==> src/rtl/dltq_pkg.sv <==
// Shared constants for the delta-list timer queue.
// Depends on nothing; used by the top level and the checker.
package dltq_pkg;
  localparam int SLOT_COUNT = 16;
  localparam int ID_W       = 4;
  localparam int CNT_W      = 5;
  localparam int TICK_W     = 32;
  localparam int REP_W      = 16;
  localparam logic [CNT_W-1:0] LIST_CAP = CNT_W'(SLOT_COUNT);

  localparam logic CMD_TICK  = 1'b0;
  localparam logic CMD_START = 1'b1;

  localparam logic ST_OK     = 1'b0;
  localparam logic ST_REJECT = 1'b1;

  typedef logic [TICK_W-1:0] tick_t;
  typedef logic [ID_W-1:0]   id_t;
  typedef logic [CNT_W-1:0]  cnt_t;
endpackage

==> src/rtl/delta_list_timer_queue_unit.sv <==
// Delta-list timer queue: sorted timer list with one shared compare/subtract unit.
// Depends on dltq_pkg.
// Sequence: an accepted start walks the list to its place and then gives a single
// result, a rejected start gives its single result without a walk; a tick scans the due
// head entries, fires each, reinserting a repeating timer by a walk, closes the fire
// phase, ages the first pending entry, then gives one result per fired timer (one if none fired). Busy
// stays high until the last result is issued; the receiver cannot stall, so results
// leave one per cycle. Synchronous active-low reset empties the list and clears all slots.
module delta_list_timer_queue_unit (
  input  logic                     clk,
  input  logic                     rst_n,
  input  logic                     start,
  output logic                     busy,
  input  logic                     in_command,
  input  logic [dltq_pkg::ID_W-1:0]   in_timer_id,
  input  logic [dltq_pkg::TICK_W-1:0] in_delay_ticks,
  input  logic [dltq_pkg::REP_W-1:0]  in_repeat_count,
  output logic                     out_valid,
  output logic                     out_fired,
  output logic [dltq_pkg::ID_W-1:0]   out_fired_id,
  output logic                     out_status,
  output logic [dltq_pkg::CNT_W-1:0]  out_active_count,
  output logic                     out_last
);

  localparam logic [2:0] S_IDLE = 3'd0;
  localparam logic [2:0] S_WALK = 3'd1;
  localparam logic [2:0] S_SCAN = 3'd2;
  localparam logic [2:0] S_FIRE = 3'd3;
  localparam logic [2:0] S_DEC  = 3'd4;
  localparam logic [2:0] S_EMIT = 3'd5;

  logic [2:0] state_r;

  // list in order, deltas relative to the entry in front
  dltq_pkg::id_t   ids_r    [dltq_pkg::SLOT_COUNT];
  dltq_pkg::tick_t delta_r  [dltq_pkg::SLOT_COUNT];
  // per-slot reload and remaining repeat
  dltq_pkg::tick_t reload_r [dltq_pkg::SLOT_COUNT];
  logic [dltq_pkg::REP_W-1:0] repeat_r [dltq_pkg::SLOT_COUNT];
  logic [dltq_pkg::SLOT_COUNT-1:0] active_r;
  // ids fired during the current tick, replayed in the result phase
  dltq_pkg::id_t   fbuf_r   [dltq_pkg::SLOT_COUNT];

  dltq_pkg::cnt_t  len_r;
  dltq_pkg::cnt_t  pos_r;
  dltq_pkg::tick_t rem_r;
  dltq_pkg::id_t   ins_id_r;
  logic            tick_r;
  logic            status_r;
  dltq_pkg::cnt_t  due_r;
  dltq_pkg::cnt_t  nfire_r;
  dltq_pkg::cnt_t  rd_r;

  logic            out_valid_r, out_fired_r, out_status_r, out_last_r;
  dltq_pkg::id_t   out_id_r;
  dltq_pkg::cnt_t  out_cnt_r;

  // shared unit: one compare/subtract against the delta at the walk position
  logic            at_entry;
  dltq_pkg::tick_t cur_delta;
  dltq_pkg::id_t   head_id;
  logic            emit_fired, emit_last;

  assign at_entry   = (pos_r < len_r);
  assign cur_delta  = delta_r[pos_r[dltq_pkg::ID_W-1:0]];
  assign head_id    = ids_r[0];
  assign emit_fired = tick_r && (nfire_r != '0);
  assign emit_last  = emit_fired ? (rd_r == nfire_r - 1'b1) : 1'b1;

  assign busy = (state_r != S_IDLE);

  always_ff @(posedge clk) begin
    if (!rst_n) begin
      state_r     <= S_IDLE;
      active_r    <= '0;
      len_r       <= '0;
      out_valid_r <= 1'b0;
    end else begin
      out_valid_r <= (state_r == S_EMIT);
      case (state_r)
        S_IDLE: begin
          if (start) begin
            rd_r    <= '0;
            nfire_r <= '0;
            pos_r   <= '0;
            if (in_command == dltq_pkg::CMD_START) begin
              tick_r <= 1'b0;
              if (active_r[in_timer_id] || len_r >= dltq_pkg::LIST_CAP) begin
                status_r <= dltq_pkg::ST_REJECT;
                state_r  <= S_EMIT;
              end else begin
                status_r              <= dltq_pkg::ST_OK;
                reload_r[in_timer_id] <= in_delay_ticks;
                repeat_r[in_timer_id] <= in_repeat_count;
                active_r[in_timer_id] <= 1'b1;
                rem_r                 <= in_delay_ticks;
                ins_id_r              <= in_timer_id;
                state_r               <= S_WALK;
              end
            end else begin
              tick_r   <= 1'b1;
              status_r <= dltq_pkg::ST_OK;
              state_r  <= S_SCAN;
            end
          end
        end
        S_WALK: begin
          if (at_entry && rem_r >= cur_delta) begin
            // step past an entry that expires no later
            rem_r <= rem_r - cur_delta;
            pos_r <= pos_r + 1'b1;
          end else begin
            // open a gap, place the entry, rebase its successor
            for (int k = 1; k < dltq_pkg::SLOT_COUNT; k++) begin
              if (dltq_pkg::cnt_t'(k) > pos_r && dltq_pkg::cnt_t'(k) <= len_r) begin
                ids_r[k]   <= ids_r[k-1];
                delta_r[k] <= (dltq_pkg::cnt_t'(k) == pos_r + 1'b1) ?
                              cur_delta - rem_r : delta_r[k-1];
              end
            end
            ids_r[pos_r[dltq_pkg::ID_W-1:0]]   <= ins_id_r;
            delta_r[pos_r[dltq_pkg::ID_W-1:0]] <= rem_r;
            len_r   <= len_r + 1'b1;
            state_r <= tick_r ? S_FIRE : S_EMIT;
          end
        end
        S_SCAN: begin
          // count the head entries already due
          if (at_entry && cur_delta == '0) begin
            pos_r <= pos_r + 1'b1;
          end else begin
            due_r   <= pos_r;
            state_r <= S_FIRE;
          end
        end
        S_FIRE: begin
          if (nfire_r == due_r) begin
            pos_r   <= '0;
            state_r <= S_DEC;
          end else begin
            for (int k = 0; k < dltq_pkg::SLOT_COUNT - 1; k++) begin
              ids_r[k]   <= ids_r[k+1];
              delta_r[k] <= delta_r[k+1];
            end
            len_r                               <= len_r - 1'b1;
            fbuf_r[nfire_r[dltq_pkg::ID_W-1:0]] <= head_id;
            nfire_r                             <= nfire_r + 1'b1;
            if (repeat_r[head_id] == dltq_pkg::REP_W'(1)) begin
              active_r[head_id] <= 1'b0;
            end else begin
              if (repeat_r[head_id] > dltq_pkg::REP_W'(1))
                repeat_r[head_id] <= repeat_r[head_id] - 1'b1;
              rem_r    <= reload_r[head_id];
              ins_id_r <= head_id;
              pos_r    <= '0;
              state_r  <= S_WALK;
            end
          end
        end
        S_DEC: begin
          // age the first pending entry by one tick
          if (at_entry) begin
            if (cur_delta != '0) begin
              delta_r[pos_r[dltq_pkg::ID_W-1:0]] <= cur_delta - 1'b1;
              state_r <= S_EMIT;
            end else begin
              pos_r <= pos_r + 1'b1;
            end
          end else begin
            state_r <= S_EMIT;
          end
        end
        S_EMIT: begin
          out_fired_r  <= emit_fired;
          out_id_r     <= emit_fired ? fbuf_r[rd_r[dltq_pkg::ID_W-1:0]] : '0;
          out_status_r <= status_r;
          out_cnt_r    <= len_r;
          out_last_r   <= emit_last;
          rd_r         <= rd_r + 1'b1;
          if (emit_last)
            state_r <= S_IDLE;
        end
        default: state_r <= S_IDLE;
      endcase
    end
  end

  assign out_valid        = out_valid_r;
  assign out_fired        = out_fired_r;
  assign out_fired_id     = out_id_r;
  assign out_status       = out_status_r;
  assign out_active_count = out_cnt_r;
  assign out_last         = out_last_r;

endmodule

==> config.mk <==
export PLATFORM = sky130hd
export DESIGN_NAME = delta_list_timer_queue_unit
export DESIGN_NICKNAME = d
export VERILOG_FILES = /design/src/rtl/dltq_pkg.sv /design/src/rtl/delta_list_timer_queue_unit.sv
export SDC_FILE = /design/constraint.sdc
export NUM_CORES = 2
export LEC_CHECK = 0
export BUFFER_PORTS_ARGS = -buffer_cell sky130_fd_sc_hd__buf_2
export CORE_ASPECT_RATIO = 1.4
export CORE_MARGIN = 4
export CORE_UTILIZATION = 36
export DETAILED_ROUTE_END_ITERATION = 8
export HOLD_SLACK_MARGIN = 0.08
export SLEW_MARGIN = 30
export SYNTH_ARGS = -nofsm -noshare
export SYNTH_HDL_FRONTEND = slang
export SYNTH_SLANG_ARGS = --single-unit
==> constraint.sdc <==
create_clock -name clk -period 10.17 [get_ports clk]
set_clock_uncertainty 0.05 [all_clocks]
set_input_delay 3.051 -clock clk [delete_from_list [all_inputs] [get_ports clk]]
set_output_delay 3.051 -clock clk [all_outputs]
set_load 0.005 [all_outputs]
==> flow_metrics.env <==
export IMPL_status="finished clean"
export IMPL_worstPathArrival_ns=8.53
export IMPL_hp_class="flip-flop to flip-flop"
export IMPL_viasPerCell=6.30
export IMPL_drt_wl_total_um=268000
export IMPL_max_vdd_ir_drop_v=0.000318
export IMPL_p_seq_frac=0.307
export IMPL_swShare=0.457
export IMPL_path_clk_slew_ns=0.06
export IMPL_grt_pass1_vias=56100
export IMPL_ys_flop_type="edfxtp_1"
export IMPL_synth_cells=6185
export IMPL_ioPinCount=70
export IMPL_synth_simple_area_share=0.0755
export IMPL_synth_xor_area_frac=0.0127
export IMPL_die_area_mm2=0.225
export IMPL_setup_viol=0
export IMPL_p_sw_w=0.0119
export IMPL_dp_cells=8778
export IMPL_antenna_found_initial=19
export IMPL_synth_edf_count=1478
export IMPL_layout_nets=6223
export IMPL_min_from="status_r"
export IMPL_syn_to_final_growth_pct=11.2
export IMPL_drv_slew=0
export IMPL_core_rowCount=202
export IMPL_coreArea_mm2=0.216
export IMPL_synth_async_reset_ratio=0
export IMPL_power_density_mw_per_mm2=299
export IMPL_clock_sinks=1507
export IMPL_synth_top_area_frac=0.568
export IMPL_nFillCells=20100
export IMPL_place_congestion=0.963
export IMPL_vias=57100
export IMPL_drtIter0Drc=6989
export IMPL_post_route_drc_count=0
export IMPL_cellLeakagePower_nw=28.4
export IMPL_power_frac_comb=0.484
export IMPL_yosysTopAreaCell="edfxtp_1"
export IMPL_rsz0062_at_grt="false"
export IMPL_maxCapViolations=0
export IMPL_drive_gt1_frac=0.171
export IMPL_cts_resized=0
export IMPL_setup_worst_path_end_class="flip-flop"
export IMPL_synthMuxAreaShare=0.127
export IMPL_drt_first_pass_iters=9
export IMPL_grt_pass1_wl_um=388000
export IMPL_hold_viol=0
export IMPL_grt_max_degree=171
export IMPL_hold_buffers=0
export IMPL_die_h_um=559
export IMPL_required_ns=10.58
export IMPL_cts_tree="done"
export IMPL_max_clock_freq_mhz=123
export IMPL_antenna_left=0
export IMPL_yosysUniqueCellTypes=92
export IMPL_p_int_w=0.0141
export IMPL_path_max_fanout=36
export IMPL_worst_pin_slew_ns=1.26
export IMPL_synth_top_family_by_area="compound AO/OA/AOI/OAI gates"
export IMPL_ys_seq_area_frac=0.576
export IMPL_synth_area_leaders="edfxtp_1 (57%), mux4_2 (11%), o211ai_1 (4.9%), nand2_1 (3.6%), o21ai_0 (2.1%)"
export IMPL_clk_path_buf_depth=3
export IMPL_grt_ovfl_total=0
export IMPL_min_period_ns=8.12
export IMPL_synth_area_per_cell_um2=12.6
export IMPL_yosysWarnings=0
export IMPL_dp_hpwl_um=175000
export IMPL_wl_per_cell_um=29.6
export IMPL_io_buffers=69
export IMPL_fin_cells=9062
export IMPL_fin_crit_sh=0.798
export IMPL_grt_usage=0.232
export IMPL_start_util=0.361
export IMPL_slew_headroom=0.163
export IMPL_critPathKind="flip-flop to flip-flop"
export IMPL_syn_nets=6331
export IMPL_clock_latency_ns=0.84
export IMPL_synth_area_mm2=0.0781
export IMPL_synth_compound_area_frac=0.160
export IMPL_ys_seq_elements=1507
export IMPL_p_clk_frac=0.209
export IMPL_die_x_um=402
export IMPL_setup_tns_ns=0
export IMPL_post_cts_buffers=0
export IMPL_synthAdderAreaFrac=0.0146
export IMPL_numCtsBuffers=149
export IMPL_startpoint_type="flip-flop"
export IMPL_clockRootBuffer="clkbuf_16"
export IMPL_htreeDepth=4
[critical path, stage by stage, from the launching register on]
cell and delay, ns:
dfxtp_4 0.79, buf_4 0.50, mux4_2 0.56, a22oi_1 0.21, nand2_1 0.35, ha_1 0.60, inv_1 0.20, nor3_1 0.51
nand2_1 0.25, a221oi_1 0.62, o21ai_0 0.45, a21oi_2 0.69, o21ai_2 0.45, nand3_2 0.18, buf_4 0.52, nand3_2 0.32
buf_4 0.42
[state kept, by name, indices dropped and copies added, names as in the netlist, 16 cells and up, named ones only]
register / count
active_r: 16
ids_r: 64
reload_r: 512
rem_r: 32
fbuf_r: 64
repeat_r: 256
delta_r: 512
[placed cells by master, fill, tap and decap left out, types with 43 or more instances in the layout]
cell type	instances
edfxtp_1	1478
nand2_1	724
o211ai_1	511
mux4_2	397
o21ai_0	328
nor2_1	275
a21oi_1	269
o21ai_1	225
buf_4	212
o22ai_1	194
clkbuf_16	151
inv_1	97
ha_1	87
a211oi_1	86
mux2i_1	80
xnor2_1	76
buf_2	70
a22oi_1	60
a31oi_1	60
nand3_1	52
nor3_1	47
clkinv_1	43
and2_1	43
[layout make-up]
class / instances / area (µm²) / area share
sequential: 1507 / 45000 / 0.518
multi-input combinational: 4022 / 31000 / 0.357
antenna: 10 / 25.0 / 0.000288
clock inverter: 85 / 826 / 0.00951
timing repair buffer: 294 / 2130 / 0.0246
clock buffer: 185 / 3920 / 0.0451
tap: 2856 / 3570 / 0.0412
inverter: 103 / 389 / 0.00448
[power groups by stage]
stage,registers (W),clock network [W],logic (W)
final,0.00797,0.00543,0.0126
after global routing,0.00800,0.00577,0.0132
after CTS,0.00796,0.00551,0.0121
after detailed placement,0.00809,0,0.0121
after global placement,0.00808,0,0.0120
after floorplan,0.00777,0,0.00760
[metrics by stage]
| stage | setup slack, ns | hold WS (ns) | area [µm²] | total power (W) | utilization |
|---|---|---|---|---|---|
| 2_1_floorplan | 2.37 | 0.350 | 78100 | 0.0154 | - |
| 6_report | 2.05 | 0.414 | 86800 | 0.0260 | 0.402 |
| 5_1_grt | 1.68 | 0.409 | 86800 | 0.0270 | 0.402 |
| 3_3_place_gp | 2.01 | 0.357 | 81900 | 0.0201 | 0.379 |
| 4_1_cts | 2.07 | 0.407 | 86700 | 0.0256 | 0.401 |
| 3_5_place_dp | 2.13 | 0.370 | 81900 | 0.0202 | 0.379 |
[routing by layer]
| layer | vias up | global-route usage | share of wire |
|---|---|---|---|
| met5 | - | 0 | 0.00038 |
| met4 | 16 | 0.168 | 0.085 |
| met3 | 1076 | 0.0551 | 0.093 |
| met2 | 3496 | 0.384 | 0.48 |
| met1 | 28300 | 0.261 | 0.34 |
| li1 | 24200 | - | - |
[cell usage after synthesis (19+ instances only)]
| cell type | number |
|---|---|
| a21o_1 | 24 |
| or3_1 | 23 |
| and2_1 | 45 |
| nor3_1 | 53 |
| mux2i_1 | 81 |
| o21ai_0 | 330 |
| buf_2 | 96 |
| o22ai_1 | 196 |
| a31oi_1 | 60 |
| a211oi_1 | 87 |
| and3_1 | 35 |
| xor2_1 | 35 |
| nand2_1 | 753 |
| o211ai_1 | 511 |
| a211o_1 | 20 |
| a22oi_1 | 60 |
| dfxtp_1 | 29 |
| nand3_1 | 65 |
| inv_1 | 97 |
| edfxtp_1 | 1478 |
| ha_1 | 88 |
| o21ai_1 | 226 |
| nor2_1 | 307 |
| xnor2_1 | 78 |
| nand2b_1 | 19 |
| clkbuf_1 | 402 |
| buf_1 | 40 |
| a21oi_1 | 272 |
| mux4_2 | 397 |
[logic make-up (layout without fill, tap and decap cells)]
kind of cell    count (synthesis)  after routing
other cells                     0             10
simple gates                 1377           1377
compound gates               1948           1948
xor+xnor                      113            113
mux                           494            494
fa+ha+maj                      90             90
buf+inv                       656            667
flops                        1507           1507
[path summary, 6_finish.rpt]
kind                                 endpoint  slack, ns  depth (start not counted)
worst min-delay path               out_status       0.41                          0
worst max register to register  delta_r[2][1]       2.05                         16
worst max-delay path            delta_r[2][1]       2.05                         16
worst min register to register     out_status       0.41                          0
Power figures use the tool's default switching activity.
